<file path="config.mk">
export PLATFORM = sky130hd
export DESIGN_NAME = rgb24_row_padded_crop
export DESIGN_NICKNAME = d
export VERILOG_FILES = /design/src/hw/rtl/rgbc_pkg.sv /design/src/hw/rtl/rgb24_row_padded_crop.sv /design/src/hw/rtl/rgbc_geom.sv /design/src/hw/rtl/rgbc_scan.sv /design/src/hw/rtl/rgbc_emit.sv
export SDC_FILE = /design/constraint.sdc
export NUM_CORES = 1
export LEC_CHECK = 0
export BUFFER_PORTS_ARGS = -buffer_cell sky130_fd_sc_hd__buf_2
export CORE_MARGIN = 1.5
export CORE_UTILIZATION = 50
export CTS_BUF_LIST = sky130_fd_sc_hd__clkbuf_2
export CTS_CLUSTER_DIAMETER = 40
export DETAILED_ROUTE_END_ITERATION = 8
export GPL_TIMING_DRIVEN = 0
export PLACE_DENSITY = 0.66
export SLEW_MARGIN = 20
export SYNTH_ARGS = -nofsm -noshare
export SYNTH_HDL_FRONTEND = slang
export SYNTH_SLANG_ARGS = --single-unit
</file>
<file path="constraint.sdc">
create_clock -name clk -period 3.71 [get_ports clk]
set_input_delay 0 -clock clk [delete_from_list [all_inputs] [get_ports clk]]
set_output_delay 0 -clock clk [all_outputs]
set_load 0.02 [all_outputs]
</file>
<file path="src/hw/rtl/rgbc_pkg.sv">
// Shared widths, register codes and stage-to-stage records for the crop block.
package rgbc_pkg;

  localparam int BYTE_W = 8;
  localparam int CFG_W  = 13;
  localparam int IDX_W  = 3;
  localparam int COL_W  = 15;
  localparam int ROW_W  = 14;
  localparam int POS_W  = 16;
  localparam int CLAMP_W = 15;

  localparam int BYTES_PER_PX   = 3;
  localparam int MAX_WIDTH_DEF  = 4096;
  localparam int MAX_HEIGHT_DEF = 4096;

  // geometry pipeline depth after a register write
  localparam int SETTLE_CYCLES = 3;

  typedef enum logic [IDX_W-1:0] {
    REG_SRC_WIDTH = 3'd0,
    REG_CROP_X    = 3'd1,
    REG_CROP_Y    = 3'd2,
    REG_CROP_W    = 3'd3,
    REG_CROP_H    = 3'd4
  } cfg_reg_t;

  typedef struct packed {
    logic [POS_W-1:0] first;
    logic [POS_W-1:0] stop;
    logic [COL_W-1:0] src_row;
    logic [11:0]      crop_y;
    logic [ROW_W-1:0] end_row;
    logic [1:0]       opad;
    logic             any_w;
  } geom_t;

  typedef struct packed {
    logic              valid;
    logic [BYTE_W-1:0] data;
    logic              row_last;
    logic              crop_last;
    logic [1:0]        opad;
  } run_t;

endpackage

</file>
<file path="src/hw/rtl/rgb24_row_padded_crop.sv">
// Top level of the 24-bit image crop on a byte stream.
//
//  channel | signals                              | direction
//  in      | in_valid, in_ready, data_byte        | request in
//  out     | out_valid, out_ready, out_byte, flags| request out
//  cfg     | cfg_we, cfg_index, cfg_data          | write only
//
// One byte per cycle in steady state while out_ready is high; the last window
// byte of a row holds the input while its padding bytes go out.
// A register write drops in_ready while the geometry pipeline recomputes.
// Reset restores the register defaults and clears the counters.
// A stalled output holds its request and blocks input only once it is full.
module rgb24_row_padded_crop #(
  parameter int MAX_WIDTH  = rgbc_pkg::MAX_WIDTH_DEF,
  parameter int MAX_HEIGHT = rgbc_pkg::MAX_HEIGHT_DEF
) (
  input  logic                        clk,
  input  logic                        rst,
  input  logic                        cfg_we,
  input  logic [rgbc_pkg::IDX_W-1:0]  cfg_index,
  input  logic [rgbc_pkg::CFG_W-1:0]  cfg_data,
  input  logic                        in_valid,
  output logic                        in_ready,
  input  logic [rgbc_pkg::BYTE_W-1:0] data_byte,
  output logic                        out_valid,
  input  logic                        out_ready,
  output logic [rgbc_pkg::BYTE_W-1:0] out_byte,
  output logic                        is_pad,
  output logic                        row_done,
  output logic                        crop_done,
  output logic                        last_of_run
);
  import rgbc_pkg::*;

  geom_t geom;
  run_t  run;
  logic  settled, free, take;

  assign in_ready = settled && free;
  assign take     = in_valid && in_ready;

  rgbc_geom #(
    .MAX_WIDTH (MAX_WIDTH),
    .MAX_HEIGHT(MAX_HEIGHT)
  ) u_geom (
    .clk      (clk),
    .rst      (rst),
    .cfg_we   (cfg_we),
    .cfg_index(cfg_index),
    .cfg_data (cfg_data),
    .geom     (geom),
    .settled  (settled)
  );

  rgbc_scan u_scan (
    .clk      (clk),
    .rst      (rst),
    .take     (take),
    .data_byte(data_byte),
    .geom     (geom),
    .run      (run)
  );

  rgbc_emit u_emit (
    .clk        (clk),
    .rst        (rst),
    .load       (take && run.valid),
    .run        (run),
    .free       (free),
    .out_valid  (out_valid),
    .out_ready  (out_ready),
    .out_byte   (out_byte),
    .is_pad     (is_pad),
    .row_done   (row_done),
    .crop_done  (crop_done),
    .last_of_run(last_of_run)
  );

endmodule

</file>
<file path="src/hw/rtl/rgbc_geom.sv">
// Configuration registers and the registered window geometry derived from them.
module rgbc_geom #(
  parameter int MAX_WIDTH  = rgbc_pkg::MAX_WIDTH_DEF,
  parameter int MAX_HEIGHT = rgbc_pkg::MAX_HEIGHT_DEF
) (
  input  logic                        clk,
  input  logic                        rst,
  input  logic                        cfg_we,
  input  logic [rgbc_pkg::IDX_W-1:0]  cfg_index,
  input  logic [rgbc_pkg::CFG_W-1:0]  cfg_data,
  output rgbc_pkg::geom_t             geom,
  output logic                        settled
);
  import rgbc_pkg::*;

  localparam logic [CLAMP_W-1:0] MaxW = CLAMP_W'(MAX_WIDTH);
  localparam logic [CLAMP_W-1:0] MaxH = CLAMP_W'(MAX_HEIGHT);

  logic [CFG_W-1:0] src_width, crop_w, crop_h;
  logic [11:0]      crop_x, crop_y;
  logic [1:0]       settle;

  // stage 1
  logic [CFG_W-1:0] s1_cw, s1_ch, s1_ewraw;
  logic [COL_W-1:0] s1_row_px;
  logic [POS_W-1:0] s1_first;
  logic             s1_has_w;
  logic [11:0]      s1_crop_y;
  // stage 2
  logic [CFG_W-1:0] s2_ew;
  logic [COL_W-1:0] s2_src_row;
  logic [ROW_W-1:0] s2_end_row;
  logic [POS_W-1:0] s2_first;
  logic [11:0]      s2_crop_y;

  logic [CFG_W-1:0] sw_next, cw_next, ch_next;

  always_ff @(posedge clk) begin
    if (rst) begin
      src_width <= CFG_W'(1);
      crop_x    <= '0;
      crop_y    <= '0;
      crop_w    <= CFG_W'(1);
      crop_h    <= CFG_W'(1);
      settle    <= 2'(SETTLE_CYCLES);
    end else if (cfg_we) begin
      settle <= 2'(SETTLE_CYCLES);
      unique case (cfg_reg_t'(cfg_index))
        REG_SRC_WIDTH: src_width <= cfg_data;
        REG_CROP_X:    crop_x    <= cfg_data[11:0];
        REG_CROP_Y:    crop_y    <= cfg_data[11:0];
        REG_CROP_W:    crop_w    <= cfg_data;
        REG_CROP_H:    crop_h    <= cfg_data;
        default:       ;
      endcase
    end else if (settle != 2'd0) begin
      settle <= settle - 2'd1;
    end
  end

  assign settled = (settle == 2'd0);

  always_comb begin
    priority if (src_width == '0)                 sw_next = CFG_W'(1);
    else if ({2'b00, src_width} > MaxW)            sw_next = CFG_W'(MaxW);
    else                                           sw_next = src_width;
    cw_next = ({2'b00, crop_w} > MaxW) ? CFG_W'(MaxW) : crop_w;
    ch_next = ({2'b00, crop_h} > MaxH) ? CFG_W'(MaxH) : crop_h;
  end

  always_ff @(posedge clk) begin
    s1_cw     <= cw_next;
    s1_ch     <= ch_next;
    s1_row_px <= COL_W'(sw_next) * COL_W'(BYTES_PER_PX);
    s1_first  <= POS_W'(crop_x) * POS_W'(BYTES_PER_PX);
    s1_has_w  <= {1'b0, crop_x} < sw_next;
    s1_ewraw  <= sw_next - {1'b0, crop_x};
    s1_crop_y <= crop_y;

    // effective width clipped at the source row end
    s2_ew      <= !s1_has_w ? '0 : ((s1_cw < s1_ewraw) ? s1_cw : s1_ewraw);
    s2_src_row <= (s1_row_px + COL_W'(3)) & ~COL_W'(3);
    s2_end_row <= ROW_W'(s1_crop_y) + ROW_W'(s1_ch);
    s2_first   <= s1_first;
    s2_crop_y  <= s1_crop_y;

    geom.first   <= s2_first;
    geom.stop    <= s2_first + POS_W'(s2_ew) * POS_W'(BYTES_PER_PX);
    geom.src_row <= s2_src_row;
    geom.crop_y  <= s2_crop_y;
    geom.end_row <= s2_end_row;
    geom.opad    <= s2_ew[1:0];  // 3*ew padded to four bytes needs ew mod 4
    geom.any_w   <= (s2_ew != '0);
  end

endmodule

</file>
<file path="src/hw/rtl/rgbc_scan.sv">
// Byte column and row counters and the window decision for each accepted byte.
module rgbc_scan (
  input  logic                        clk,
  input  logic                        rst,
  input  logic                        take,
  input  logic [rgbc_pkg::BYTE_W-1:0] data_byte,
  input  rgbc_pkg::geom_t             geom,
  output rgbc_pkg::run_t              run
);
  import rgbc_pkg::*;

  logic [COL_W-1:0] byte_column, byte_column_next;
  logic [ROW_W-1:0] row_index, row_index_next;
  logic             finished, finished_next;

  logic [POS_W-1:0] col_w, col_inc;
  logic [ROW_W:0]   row_inc;
  logic             done_now, in_win, row_last, crop_last, row_end;

  always_comb begin
    col_w     = POS_W'(byte_column);
    col_inc   = col_w + POS_W'(1);
    row_inc   = {1'b0, row_index} + (ROW_W+1)'(1);
    done_now  = finished || (row_index >= geom.end_row);
    in_win    = (row_index >= ROW_W'(geom.crop_y)) && geom.any_w &&
                (col_w >= geom.first) && (col_w < geom.stop);
    row_last  = (col_inc == geom.stop);
    crop_last = row_last && (row_inc == {1'b0, geom.end_row});
    row_end   = (col_inc >= POS_W'(geom.src_row));

    run.valid     = !done_now && in_win;
    run.data      = data_byte;
    run.row_last  = row_last;
    run.crop_last = crop_last;
    run.opad      = geom.opad;

    byte_column_next = byte_column;
    row_index_next   = row_index;
    finished_next    = finished;
    if (done_now) begin
      finished_next = 1'b1;
    end else begin
      if (in_win && crop_last) finished_next = 1'b1;
      if (row_end) begin
        byte_column_next = '0;
        row_index_next   = row_inc[ROW_W-1:0];
        if (row_inc >= {1'b0, geom.end_row}) finished_next = 1'b1;
      end else begin
        byte_column_next = col_inc[COL_W-1:0];
      end
    end
  end

  always_ff @(posedge clk) begin
    if (rst) begin
      byte_column <= '0;
      row_index   <= '0;
      finished    <= 1'b0;
    end else if (take) begin
      byte_column <= byte_column_next;
      row_index   <= row_index_next;
      finished    <= finished_next;
    end
  end

endmodule

</file>
<file path="src/hw/rtl/rgbc_emit.sv">
// Result register: sends the window byte, then any inserted row padding bytes.
module rgbc_emit (
  input  logic                        clk,
  input  logic                        rst,
  input  logic                        load,
  input  rgbc_pkg::run_t              run,
  output logic                        free,
  output logic                        out_valid,
  input  logic                        out_ready,
  output logic [rgbc_pkg::BYTE_W-1:0] out_byte,
  output logic                        is_pad,
  output logic                        row_done,
  output logic                        crop_done,
  output logic                        last_of_run
);
  import rgbc_pkg::*;

  logic [1:0] pad_left;
  logic       crop_tail;
  logic       pad_fin;

  assign free    = !out_valid || (out_ready && pad_left == 2'd0);
  assign pad_fin = (pad_left == 2'd1);

  always_ff @(posedge clk) begin
    if (rst) begin
      out_valid <= 1'b0;
      pad_left  <= '0;
    end else if (load) begin
      out_valid <= 1'b1;
      pad_left  <= run.row_last ? run.opad : 2'd0;
    end else if (out_valid && out_ready) begin
      if (pad_left != 2'd0) pad_left  <= pad_left - 2'd1;
      else                  out_valid <= 1'b0;
    end
  end

  always_ff @(posedge clk) begin
    if (load) begin
      out_byte    <= run.data;
      is_pad      <= 1'b0;
      row_done    <= run.row_last && run.opad == 2'd0;
      crop_done   <= run.crop_last && run.opad == 2'd0;
      last_of_run <= !run.row_last || run.opad == 2'd0;
      crop_tail   <= run.crop_last;
    end else if (out_valid && out_ready && pad_left != 2'd0) begin
      out_byte    <= '0;
      is_pad      <= 1'b1;
      row_done    <= pad_fin;
      crop_done   <= crop_tail && pad_fin;
      last_of_run <= pad_fin;
    end
  end

endmodule

</file>
==> results.json <==
{
  "vdd_drop_max_v": 0.000238,
  "power_mw": 7.07,
  "grt_max_degree": 15,
  "finClkSkew_ps": 104,
  "crit_buf_inv": 4,
  "slowest_stage": "dfxtp_1",
  "route.vias.total": 12600,
  "tightest_slew_ps": 989,
  "crit_arrival_ps": 4300,
  "placed_area_um2": 16700,
  "initial_utilization_pct": 50.7,
  "cts_tree": "done",
  "io_buffers": 42,
  "maxCapViolations": 0,
  "hold_path.class": "in2reg",
  "stdcell_count": 2375,
  "io_pins": 43,
  "setup_viol": 0,
  "drtAntennaViolNets": 0,
  "grt_usage_pct": 23.7,
  "period_share_pct": 96.2,
  "crit_family": "simple AND/OR/NAND/NOR gates",
  "viasPerCell": 5.30,
  "rsz0062_at_grt": "false",
  "synth-main-ff-cell": "dfxtp_1",
  "crit_fanout": 10,
  "die-area_um2": 33000,
  "place_congestion": 0.920,
  "grt-ovfl-total": 0,
  "final_core_util_pct": 58.2,
  "num_rows": 65,
  "hp-start": "cfg_we",
  "cts_made_buffers": 84,
  "p_clk_share_pct": 33.4,
  "power_frac_comb_pct": 12.3,
  "nNetsFinal": 2130,
  "outcome": "complete, no violations",
  "netlist_instances": 1714,
  "cp-start-kind": "register",
  "crit_start": "u_scan.byte_column[3]",
  "cell_internal_pwr_mw": 5.03,
  "wl_um": 38400,
  "first_global_vias": 12400,
  "seqPwrFrac_pct": 54.3,
  "netSwitchingPower_mw": 2.04,
  "synth.yosys.seq_area_share_pct": 42.2,
  "drc_errors": 0,
  "die_w_um": 182,
  "htreeDepth": 3,
  "synth_area_um2": 16000,
  "ys_types": 85,
  "final-max-slew-violation-count": 0,
  "crit_chain": "buf_4 > and4_1 > buf_2 > nand2_1 > xnor2_2 > ha_1 > o21ai_0 > nand2b_1 > a31oi_2 > a211oi_4 > buf_4 > or2_2 > buf_2 > nand3_1 > mux2_2",
  "nFillCells": 2800,
  "area_delta_synth_final_pct": 14.8,
  "fin_area_um2": 18300,
  "drive_gt1_share_pct": 13.5,
  "p_per_area_nw_per_um2": 386,
  "clk_latency_ps": 860,
  "antenna_found_initial": 2,
  "drt_iter0_drc": 686,
  "wl_per_cell_um": 16.2,
  "path_class": "reg2reg",
  "hold_viol": 0,
  "dp.cells": 2158,
  "cts_buffer_depth": 3,
  "synth_seq_cells": 330,
  "p_sw_share_pct": 28.8,
  "leakage_nw": 8.03,
  "crit_required_ps": 4440,
  "r2r_start": "u_scan.byte_column[3]",
  "dp_hpwl_um": 29000,
  "core_area_um2": 31500,
  "cts_root_buf": "clkbuf_2",
  "async_reset_ff_share_pct": 0,
  "avgSynthCellArea_um2": 9.31,
  "fmax_mhz": 280,
  "maxSlewHeadroom_pct": 34.0,
  "ys_warn_count": 0,
  "tns_ps": 0,
  "dr.pass1.iters": 5,
  "die_y_um": 182,
  "grt_pass1_wl_um": 62200,
  "layout_min_cycle_time_ps": 3570,
  "synth_edf_count": 12,
  "cp_slowest_stage_delay_ps": 410,
  "cp-end-kind": "register",
  "clock_sinks": 330,
  "syn-num-nets": 1929,
  "clk_pin_slew_ps": 110
}
[layer usage]
metal | global-route usage [%] | wire length, um
met1 | 30.9 | 18000
met4 | 13.2 | 1750
met5 | 0 | 0
met2 | 37.9 | 17100
met3 | 3.45 | 1540
[cell families (layout without fill, tap and decap cells)]
group / Yosys count / count (layout) / synth area share, %
XOR/XNOR: 100 / 100 / 5.70
adder cells (fa/ha/maj): 187 / 187 / 15.5
other: 0 / 1 / 0
buffers and inverters: 211 / 469 / 5.26
AO/OA/AOI/OAI: 326 / 326 / 13.1
AND/OR/NAND/NOR: 540 / 540 / 17.0
flip-flops: 330 / 330 / 42.2
multiplexers: 20 / 20 / 1.29
[worst paths after layout]
| check | endpoint | slack [ps] | cells past startpoint |
|---|---|---|---|
| worst max-delay path | u_scan.row_index[8] | 140 | 15 |
| worst min-delay path | u_geom.crop_h[1] | 100 | 5 |
| worst max register to register | u_scan.row_index[8] | 140 | 15 |
| worst min register to register | u_geom.geom[33] | 270 | 0 |
[layout make-up]
class	count	area (um2)	area share, %
plain buffers	59	284	1.55
well taps	402	503	2.75
multi-input cells	1173	8540	46.6
flip-flops and latches	330	6740	36.8
clock buffers	116	581	3.17
clock inverters	27	163	0.888
inverters	151	567	3.09
repair buffers	116	936	5.11
diodes	1	2.50	0.0137
[layout by cell type (no fill, tap or decap), types with 12 or more instances in the layout]
master	Yosys	routed
xnor2_1	71	69
dfxtp_1	318	311
o21a_1	13	13
o21ai_0	33	33
a21o_1	20	20
and2_1	19	19
or3_1	14	14
a21oi_1	140	139
dlygate4sd3_1	0	68
nand3_1	47	42
mux2i_1	15	15
a211oi_1	14	12
buf_4	3	13
nand2_1	220	219
nand4_1	17	17
clkbuf_2	0	117
xor2_1	27	27
fa_1	17	17
clkbuf_1	41	38
nor2b_1	54	53
edfxtp_1	12	12
clkinv_1	0	13
buf_2	11	49
o31ai_1	12	12
or2_2	13	13
inv_1	151	151
nor3_1	20	18
nor2_1	65	63
ha_1	169	168
[worst min-delay path: stages]
cell and delay, ps:
dlygate4sd3_1 530, buf_2 130, nand3_1 140, nand2_1 100
a21oi_1 50
[synth_stat cells, types with 13 or more instances]
master    number  share of area (%)
nor3_1        20               0.63
ha_1         169                 13
a211oi_1      14               0.66
a21oi_1      140                4.4
o21a_1        13               0.61
clkbuf_1      41               0.96
mux2i_1       15               0.94
or3_1         14               0.55
o21ai_0       33                1.0
and2_1        19               0.75
nand2_1      220                5.2
nand4_1       17               0.67
nor2b_1       54                2.1
or2_2         13               0.51
nand3_1       47                1.5
a21o_1        20               0.94
xor2_1        27                1.5
nor4_1        13               0.51
xnor2_1       71                3.9
fa_1          17                2.1
nor2_1        65                1.5
dfxtp_1      318                 40
inv_1        151                3.6
[power by group through the flow]
stage / Sequential [mW] / Combinational [mW] / Clock [mW]
after floorplan: 3.88 / 0.580 / 0
after global placement: 3.92 / 0.794 / 0
after detailed placement: 3.92 / 0.805 / 0
after CTS: 3.84 / 0.865 / 2.45
after global routing: 3.86 / 0.978 / 2.63
final: 3.84 / 0.872 / 2.36
[through the flow]
| stage | hold slack, ps | setup WS, ps |
|---|---|---|
| 4_1_cts | 0.00272 | 8.74 |
| 3_3_place_gp | 277 | -639 |
| 2_1_floorplan | 103 | 359 |
| 6_report | 99.0 | 139 |
| 5_1_grt | 75.1 | 5.47 |
| 3_5_place_dp | 281 | -705 |
[sequential cells by signal, indices dropped and copies added, names as in the netlist, 12 cells and up]
register / cells
u_geom.crop_y: 12
u_scan.byte_column: 15
u_geom.geom: 72
u_geom.s2_src_row: 13
u_geom.s2_first: 14
u_geom.s1_crop_y: 12
u_geom.src_width: 13
u_geom.s1_ch: 13
u_geom.crop_x: 12
u_geom.s1_first: 14
u_geom.s2_crop_y: 12
u_geom.s1_cw: 13
u_geom.crop_w: 13
u_geom.s1_row_px: 15
u_geom.s2_end_row: 14
u_geom.crop_h: 13
u_scan.row_index: 14
u_geom.s1_ewraw: 13
u_geom.s2_ew: 13
[repair_timing]
item / 4_1_cts / 5_1_grt
hold buffers: 68 / 0
resized for setup: 24 / 23
endpoints found under the setup margin: 32 / 34
pin swaps: 1 / 5
setup buffers: 2 / 4
endpoints found under the hold margin: 108 / 0
No activity file was read; power rests on OpenSTA's default activity.
